===== config.mk =====
export PLATFORM = sky130hd
export DESIGN_NAME = glyph_row_stretch_rounding
export DESIGN_NICKNAME = d
export VERILOG_FILES = /design/src/rtl/grsr_pkg.sv /design/src/rtl/grsr_calc.sv /design/src/rtl/grsr_outbuf.sv /design/src/rtl/glyph_row_stretch_rounding.sv
export SDC_FILE = /design/constraint.sdc
export NUM_CORES = 1
export LEC_CHECK = 0
export BUFFER_PORTS_ARGS = -buffer_cell sky130_fd_sc_hd__buf_2
export CAP_MARGIN = 25
export CORE_ASPECT_RATIO = 1.25
export CORE_MARGIN = 2
export CORE_UTILIZATION = 60
export CTS_BUF_LIST = sky130_fd_sc_hd__clkbuf_4 sky130_fd_sc_hd__clkbuf_8
export DETAILED_ROUTE_END_ITERATION = 8
export PLACE_DENSITY = 0.91
export SYNTH_ARGS = -nofsm -noshare
export SYNTH_HDL_FRONTEND = slang
export SYNTH_HIERARCHICAL = 1
export SYNTH_SLANG_ARGS = --single-unit
export TNS_END_PERCENT = 100

===== constraint.sdc =====
create_clock -name clk -period 8.4 [get_ports clk]
set_input_delay 0.42 -clock clk [delete_from_list [all_inputs] [get_ports clk]]
set_output_delay 0.42 -clock clk [all_outputs]
set_load 0.01 [all_outputs]

===== src/rtl/grsr_pkg.sv =====
// ----------------------------------------------------------------------------
// grsr_pkg: shared types and helpers for the glyph row stretch/rounding block
// Beat structs, counter widths, default geometry and the pixel functions.
// ----------------------------------------------------------------------------
package grsr_pkg;

	localparam int ROWS_PER_GLYPH_DEF = 10;
	localparam int TEXT_GLYPHS_DEF    = 96;
	localparam int MOSAIC_GLYPHS_DEF  = 128;

	localparam int ROW_W       = 4;
	localparam int GLYPH_W     = 8;
	// glyph counter holds up to text + mosaic totals of 512
	localparam int GLYPH_CNT_W = 9;
	localparam int PIX_W       = 12;
	localparam int TEXT_BITS   = 5;
	localparam int MOSAIC_BITS = 6;

	typedef struct packed {
		logic [7:0] font_byte;
		logic       start_of_font;
	} in_beat_t;

	typedef struct packed {
		logic [PIX_W-1:0]   upper_row;
		logic [PIX_W-1:0]   lower_row;
		logic [GLYPH_W-1:0] glyph_number;
		logic [ROW_W-1:0]   row_number;
		logic               last;
	} out_beat_t;

	typedef struct packed {
		logic [TEXT_BITS-1:0]   held_row;
		logic [TEXT_BITS-1:0]   row_above_held;
		logic [GLYPH_CNT_W-1:0] glyph_cnt;
		logic [ROW_W-1:0]       row_cnt;
	} track_t;

	typedef struct packed {
		out_beat_t  first;
		out_beat_t  second;
		logic [1:0] count;
	} beat_pair_t;

	// each source pixel becomes two output pixels
	function automatic logic [PIX_W-1:0] stretch(input logic [MOSAIC_BITS-1:0] bits);
		logic [PIX_W-1:0] r;
		r = '0;
		for (int b = 0; b < MOSAIC_BITS; b++) begin
			r[2*b +: 2] = {2{bits[b]}};
		end
		return r;
	endfunction

	// half-pixel diagonal fill of row c against neighbor row d
	function automatic logic [PIX_W-1:0] rounding(input logic [TEXT_BITS-1:0] c,
		input logic [TEXT_BITS-1:0] d);
		logic [PIX_W-1:0] e;
		e = '0;
		if (c[4] && d[3] && !d[4]) e = e | 12'h080;
		if (c[3] && d[2] && !d[3]) e = e | 12'h020;
		if (c[2] && d[1] && !d[2]) e = e | 12'h008;
		if (c[1] && d[0] && !d[1]) e = e | 12'h002;
		if (d[4] && c[3] && !d[3]) e = e | 12'h100;
		if (d[3] && c[2] && !d[2]) e = e | 12'h040;
		if (d[2] && c[1] && !d[1]) e = e | 12'h010;
		if (d[1] && c[0] && !d[0]) e = e | 12'h004;
		return e;
	endfunction

endpackage


===== src/rtl/grsr_calc.sv =====
// ----------------------------------------------------------------------------
// grsr_calc: per-row result and next-position logic
// Forms the zero, one or two result beats of one ROM row and the next state.
// ----------------------------------------------------------------------------
module grsr_calc #(
	parameter int ROWS_PER_GLYPH = grsr_pkg::ROWS_PER_GLYPH_DEF,
	parameter int TEXT_GLYPHS    = grsr_pkg::TEXT_GLYPHS_DEF,
	parameter int MOSAIC_GLYPHS  = grsr_pkg::MOSAIC_GLYPHS_DEF
) (
	input  grsr_pkg::in_beat_t   in_data,
	input  logic                 smooth,
	input  grsr_pkg::track_t     track,
	output grsr_pkg::beat_pair_t pair,
	output grsr_pkg::track_t     track_next
);
	localparam int CW    = grsr_pkg::GLYPH_CNT_W;
	localparam int RW    = grsr_pkg::ROW_W;
	localparam int TOTAL = TEXT_GLYPHS + MOSAIC_GLYPHS;

	grsr_pkg::track_t                cur;
	logic [grsr_pkg::TEXT_BITS-1:0]  c;
	logic                            is_text;
	logic                            emit_held;
	logic                            emit_cur;
	logic [RW:0]                     row_inc;
	logic [CW:0]                     glyph_inc;
	logic [grsr_pkg::PIX_W-1:0]      base_h;
	logic [grsr_pkg::PIX_W-1:0]      base_c;
	grsr_pkg::out_beat_t             held_beat;
	grsr_pkg::out_beat_t             cur_beat;
	grsr_pkg::out_beat_t             mos_beat;

	always_comb begin
		cur = track;
		if (in_data.start_of_font) begin
			cur = '0;
		end
		c         = in_data.font_byte[grsr_pkg::TEXT_BITS-1:0];
		is_text   = {1'b0, cur.glyph_cnt} < (CW+1)'(TEXT_GLYPHS);
		row_inc   = {1'b0, cur.row_cnt} + (RW+1)'(1);
		emit_held = is_text && (cur.row_cnt != '0);
		emit_cur  = is_text && (row_inc >= (RW+1)'(ROWS_PER_GLYPH));

		base_h = grsr_pkg::stretch({1'b0, cur.held_row});
		base_c = grsr_pkg::stretch({1'b0, c});

		held_beat.upper_row    = base_h;
		held_beat.lower_row    = base_h;
		if (smooth && cur.row_cnt != RW'(1)) begin
			held_beat.upper_row = base_h | grsr_pkg::rounding(cur.held_row, cur.row_above_held);
		end
		if (smooth) begin
			held_beat.lower_row = base_h | grsr_pkg::rounding(cur.held_row, c);
		end
		held_beat.glyph_number = cur.glyph_cnt[grsr_pkg::GLYPH_W-1:0];
		held_beat.row_number   = cur.row_cnt - RW'(1);
		held_beat.last         = !emit_cur;

		cur_beat.upper_row    = base_c;
		if (smooth && cur.row_cnt != '0) begin
			cur_beat.upper_row = base_c | grsr_pkg::rounding(c, cur.held_row);
		end
		cur_beat.lower_row    = base_c;
		cur_beat.glyph_number = cur.glyph_cnt[grsr_pkg::GLYPH_W-1:0];
		cur_beat.row_number   = cur.row_cnt;
		cur_beat.last         = 1'b1;

		mos_beat.upper_row    = grsr_pkg::stretch(in_data.font_byte[grsr_pkg::MOSAIC_BITS-1:0]);
		mos_beat.lower_row    = mos_beat.upper_row;
		mos_beat.glyph_number = cur.glyph_cnt[grsr_pkg::GLYPH_W-1:0];
		mos_beat.row_number   = cur.row_cnt;
		mos_beat.last         = 1'b1;

		// pack the beats so the first slot always holds the earliest one
		pair.second = cur_beat;
		if (!is_text) begin
			pair.first = mos_beat;
			pair.count = 2'd1;
		end else if (emit_held) begin
			pair.first = held_beat;
			pair.count = emit_cur ? 2'd2 : 2'd1;
		end else begin
			pair.first = cur_beat;
			pair.count = emit_cur ? 2'd1 : 2'd0;
		end

		track_next = cur;
		if (is_text) begin
			track_next.row_above_held = cur.held_row;
			track_next.held_row       = c;
		end
		glyph_inc = {1'b0, cur.glyph_cnt} + (CW+1)'(1);
		if (row_inc >= (RW+1)'(ROWS_PER_GLYPH)) begin
			track_next.row_cnt = '0;
			if (glyph_inc >= (CW+1)'(TOTAL)) begin
				track_next.glyph_cnt = '0;
			end else begin
				track_next.glyph_cnt = glyph_inc[CW-1:0];
			end
		end else begin
			track_next.row_cnt = row_inc[RW-1:0];
		end
	end

endmodule


===== src/rtl/grsr_outbuf.sv =====
// ----------------------------------------------------------------------------
// grsr_outbuf: two-slot result register
// Holds the beats of one row and hands them out in order.
// ----------------------------------------------------------------------------
module grsr_outbuf (
	input  logic                 clk,
	input  logic                 arst_n,
	input  logic                 load,
	input  grsr_pkg::beat_pair_t pair,
	output logic                 can_load,
	output logic                 out_valid,
	input  logic                 out_ready,
	output grsr_pkg::out_beat_t  out_data
);
	grsr_pkg::out_beat_t slot0_s1;
	grsr_pkg::out_beat_t slot1_s1;
	logic [1:0]          count_s1;
	logic                pop;

	assign out_valid = count_s1 != 2'd0;
	assign out_data  = slot0_s1;
	assign pop       = out_valid && out_ready;
	// a new row may land once at most one beat is left and it leaves now
	assign can_load  = (count_s1 == 2'd0) || (count_s1 == 2'd1 && out_ready);

	always_ff @(posedge clk or negedge arst_n) begin
		if (!arst_n) begin
			count_s1 <= 2'd0;
		end else if (load) begin
			count_s1 <= pair.count;
		end else if (pop) begin
			count_s1 <= count_s1 - 2'd1;
		end
	end

	always_ff @(posedge clk) begin
		if (load) begin
			slot0_s1 <= pair.first;
			slot1_s1 <= pair.second;
		end else if (pop) begin
			slot0_s1 <= slot1_s1;
		end
	end

endmodule


===== src/rtl/glyph_row_stretch_rounding.sv =====
// ----------------------------------------------------------------------------
// glyph_row_stretch_rounding: character ROM row doubler with diagonal rounding
// Counts glyph and row position itself and widens each row for display.
// ----------------------------------------------------------------------------
// Usage:
//  in channel (in_valid/in_ready/in_data) takes one ROM row per beat;
//  start_of_font restarts the glyph and row count at glyph 0, row 0.
//  out channel (out_valid/out_ready/out_data) gives the stretched rows.
//  cfg_we/cfg_wdata write smoothing_enable; write it only while idle.
//  A result shows on out_valid in the cycle after its row is taken.
//  One row per cycle while out_ready is high. The last row of a text glyph
//  yields two beats, held row and itself, out of the two-slot result
//  register, so in_ready drops while the first of them leaves. Rows 1 to
//  ROWS_PER_GLYPH-1 of a text glyph emit the row before; row 0 emits nothing.
//  When the receiver stalls, the result register holds its beats and in_ready
//  stays low until the last pending beat leaves.
//  Reset clears the position, held rows, smoothing_enable and pending beats.
// ----------------------------------------------------------------------------
module glyph_row_stretch_rounding #(
	parameter int ROWS_PER_GLYPH = grsr_pkg::ROWS_PER_GLYPH_DEF,
	parameter int TEXT_GLYPHS    = grsr_pkg::TEXT_GLYPHS_DEF,
	parameter int MOSAIC_GLYPHS  = grsr_pkg::MOSAIC_GLYPHS_DEF
) (
	input  logic                clk,
	input  logic                arst_n,
	input  logic                in_valid,
	output logic                in_ready,
	input  grsr_pkg::in_beat_t  in_data,
	output logic                out_valid,
	input  logic                out_ready,
	output grsr_pkg::out_beat_t out_data,
	input  logic                cfg_we,
	input  logic                cfg_wdata
);
	grsr_pkg::track_t     track_q;
	grsr_pkg::track_t     track_next;
	grsr_pkg::beat_pair_t pair;
	logic                 smooth_q;
	logic                 accept;

	assign accept = in_valid && in_ready;

	always_ff @(posedge clk or negedge arst_n) begin
		if (!arst_n) begin
			smooth_q <= 1'b0;
			track_q  <= '0;
		end else begin
			if (cfg_we) begin
				smooth_q <= cfg_wdata;
			end
			if (accept) begin
				track_q <= track_next;
			end
		end
	end

	grsr_calc #(
		.ROWS_PER_GLYPH(ROWS_PER_GLYPH),
		.TEXT_GLYPHS   (TEXT_GLYPHS),
		.MOSAIC_GLYPHS (MOSAIC_GLYPHS)
	) u_calc (
		.in_data   (in_data),
		.smooth    (smooth_q),
		.track     (track_q),
		.pair      (pair),
		.track_next(track_next)
	);

	grsr_outbuf u_outbuf (
		.clk      (clk),
		.arst_n   (arst_n),
		.load     (accept),
		.pair     (pair),
		.can_load (in_ready),
		.out_valid(out_valid),
		.out_ready(out_ready),
		.out_data (out_data)
	);

endmodule


==> qor.txt <==
Max Slew Vio Count = 0
placed insts = 574
# hold bufs at CTS = 0
HP Class = primary input to async pin
remaining global-route overflow = 0
final setup vio count = 0
Fin. Hold Viols = 0
EDFF count, synth = 74
PD cells = 312 nW/µm²
RSZ-0062 raised after global routing = no
first-pass GRT wire length = 15400 µm
P&R area growth vs syn = 5.53%
htree depth = 3
Max-Cap Viols = 0
initial antenna violation count = 0
Compound-Gate Fraction of Synth Area = 0.100
maximum VDD drop = 132 µV
clock buffer depth = 2
largest family of logic cells by synthesized area = multiplexers
CTS buffer count = 9
non-filler cells, final = 590
critical path's top delay family = simple AND/OR/NAND/NOR gates
largest net degree at the start of global routing = 81
CTS tree = built
startpoint types = register
Die Footprint = 9750 µm²
final worst slack = 5.18 ns
global-route usage over all layers = 0.208
Worst Path Max Fanout = 26
final instance area = 5680 µm²
clk_skew = 0.0143 ns
sequential standard cell area = 2870 µm²
starting density of the core = 0.619
clock sink total = 100
Die W = 88.7 µm
multiplexer share of the synthesized area = 0.145
placed instance area = 5490 µm²
Clk pin slew, worst setup/hold paths = 0.09 ns
share of cells above drive strength 1 = 0.311
fin crit share = 0.383
Tmin final = 3.22 ns
Fmax = 311 MHz
Post-synth ARST share = 0.260
Worst path slowest cell = nand2_1
Post-Route WL = 9660 µm
final net count = 488
simple-gate portion of the synthesized area = 0.126
DR WL/cell = 16.4 µm
Post-synth top flop = edfxtp_1
Die Y = 110 µm
CP peak stage delay = 0.58 ns
port bufs = 51
adder-cell share of the synthesized area = 0.0186
post-DP HPWL = 6460 µm
Iteration-0 DRC Markers = 304
Tightest Pin Transition = 0.922 ns
post-CTS resize count = 0
Multi-input gate area = 2150 µm²
I/O pin count = 54
Worst-Skew Late Latency = 0.37 ns
synth unique cells = 60
crit-path cells = nand2_1 > a21o_1 > nand2_1 > inv_1 > ha_1 > and2_1 > inv_1 > mux2_2
Filler cells = 608
Pre-Repair DR Iteration Count = 5
status = complete, no violations
routability cong. = 0.925
Worst Path Arrival = 3.34 ns
core region area = 8700 µm²
number of global-route vias before repair = 3289
Setup crit end kind = register
Inserted Diodes = 0
drt drc = 0
DR vias = 3528
antenna-violating nets left = 0
Post-Syn Area per Cell = 12.0 µm²
kind of critical path = register to register
Mapped Cells = 447
setup tns final = 0 ns
vias per cell = 5.98
number of synthesized register bits = 100
normalized max-slew margin = 0.385
CP bufs+invs = 2
synthesized area = 5380 µm²
root buf cell = clkbuf_8
yosys warns = 6
Synth Area in XOR/XNOR = 0.00651
WP data required = 8.53 ns
# rows = 38
Leakage = 2.29 nW
total power draw = 1.77 mW
pre-CTS setup slack = 4.91 ns
post-CTS setup buffer count = 0
Seq/Total Area, Yosys = 0.534
[registers in the layout (all words and copies together) (netlist names)]
signal / count
track_q: 23
smooth_q: 1
u_outbuf/slot1_s1: 37
u_outbuf/count_s1: 2
u_outbuf/out_data: 37
[final timing paths]
kind	startpoint	end	slack [ns]	depth (start not counted)
worst max-delay path	track_q[9]	u_outbuf/out_data[0]	5.18	8
worst min-delay path	arst_n	track_q[0]	0.05	1
worst max register to register	track_q[9]	u_outbuf/out_data[0]	5.18	8
worst min register to register	u_outbuf/slot1_s1[29]	u_outbuf/out_data[29]	0.56	1
max in group asynchronous	arst_n	u_outbuf/count_s1[1]	7.93	1
min in group clk	cfg_wdata	smooth_q	0.28	2
[cell families (layout without fill, tap and decap cells)]
family | after synthesis | count (layout)
other | 2 | 5
buffers and inverters | 61 | 81
adder cells (fa/ha/maj) | 8 | 8
flip-flops | 100 | 100
XOR/XNOR | 4 | 4
multiplexers | 63 | 63
AO/OA/AOI/OAI | 80 | 80
AND/OR/NAND/NOR | 129 | 129
[layout by cell type (no fill, tap or decap), types with 11 or more instances in the layout]
cell      instances
o21ai_0          27
nand2_1          41
mux2_2           43
nand3_1          11
mux2_4           19
nor2_1           19
edfxtp_1         74
dfrtp_1          26
buf_2            51
nor2b_1          22
[worst reg2reg max path, stage by stage, from the launching register on]
cell and delay (ns):
dfrtp_1 0.52, nand2_1 0.17, a21o_1 0.48, nand2_1 0.58
inv_1 0.52, ha_1 0.22, and2_1 0.19, inv_1 0.05
mux2_2 0.25
[stage by stage]
stage          hold WS, ns  utilization
3_3_place_gp         0.464        0.631
2_1_floorplan        0.124            -
4_1_cts             0.0575        0.653
3_5_place_dp         0.466        0.631
6_report            0.0518        0.653
5_1_grt             0.0851        0.653
[power breakdown]
group          total [mW]  internal (mW)  switching (mW)
Combinational       0.639          0.279           0.360
Clock               0.302          0.141           0.162
Sequential          0.830          0.752          0.0778
[cells in the mapped netlist (3+ instances only)]
| cell type | n | share of area |
|---|---|---|
| edfxtp_1 | 74 | 0.41 |
| mux2_2 | 43 | 0.090 |
| nand2_1 | 41 | 0.029 |
| buf_4 | 31 | 0.043 |
| o21ai_0 | 27 | 0.025 |
| dfrtp_1 | 26 | 0.12 |
| nor2b_1 | 22 | 0.026 |
| mux2_4 | 19 | 0.053 |
| nor2_1 | 19 | 0.013 |
| inv_1 | 11 | 0.0077 |
| nand3_1 | 11 | 0.010 |
| a21oi_1 | 10 | 0.0093 |
| a31oi_1 | 9 | 0.010 |
| ha_1 | 8 | 0.019 |
| clkbuf_1 | 7 | 0.0049 |
| a31o_2 | 6 | 0.0098 |
| buf_2 | 6 | 0.0056 |
| and2_1 | 5 | 0.0058 |
| and3_1 | 5 | 0.0058 |
| nor3b_1 | 5 | 0.0070 |
| o31ai_1 | 5 | 0.0070 |
| a22o_1 | 4 | 0.0065 |
| nand2b_1 | 3 | 0.0035 |
| nand4_1 | 3 | 0.0035 |
| or4b_1 | 3 | 0.0056 |
| xnor2_1 | 3 | 0.0049 |
[area by class of cell]
cell class                 instances  share of cell area
clock inverter                     6              0.0110
timing repair buffer              52              0.0462
sequential                       100               0.506
clock buffer                      10              0.0231
tap                              120              0.0264
multi-input combinational        289               0.379
inverter                          13             0.00881
[per-layer routing]
layer | vias to the layer above | global-route usage | routed length [µm]
li1 | 1644 | - | -
met1 | 1706 | 0.249 | 3720
met2 | 161 | 0.356 | 5100
met3 | 17 | 0.0428 | 606
met4 | 0 | 0.0963 | 229
met5 | - | 0 | 0
Note: power is estimated with default switching activity, not from simulation.
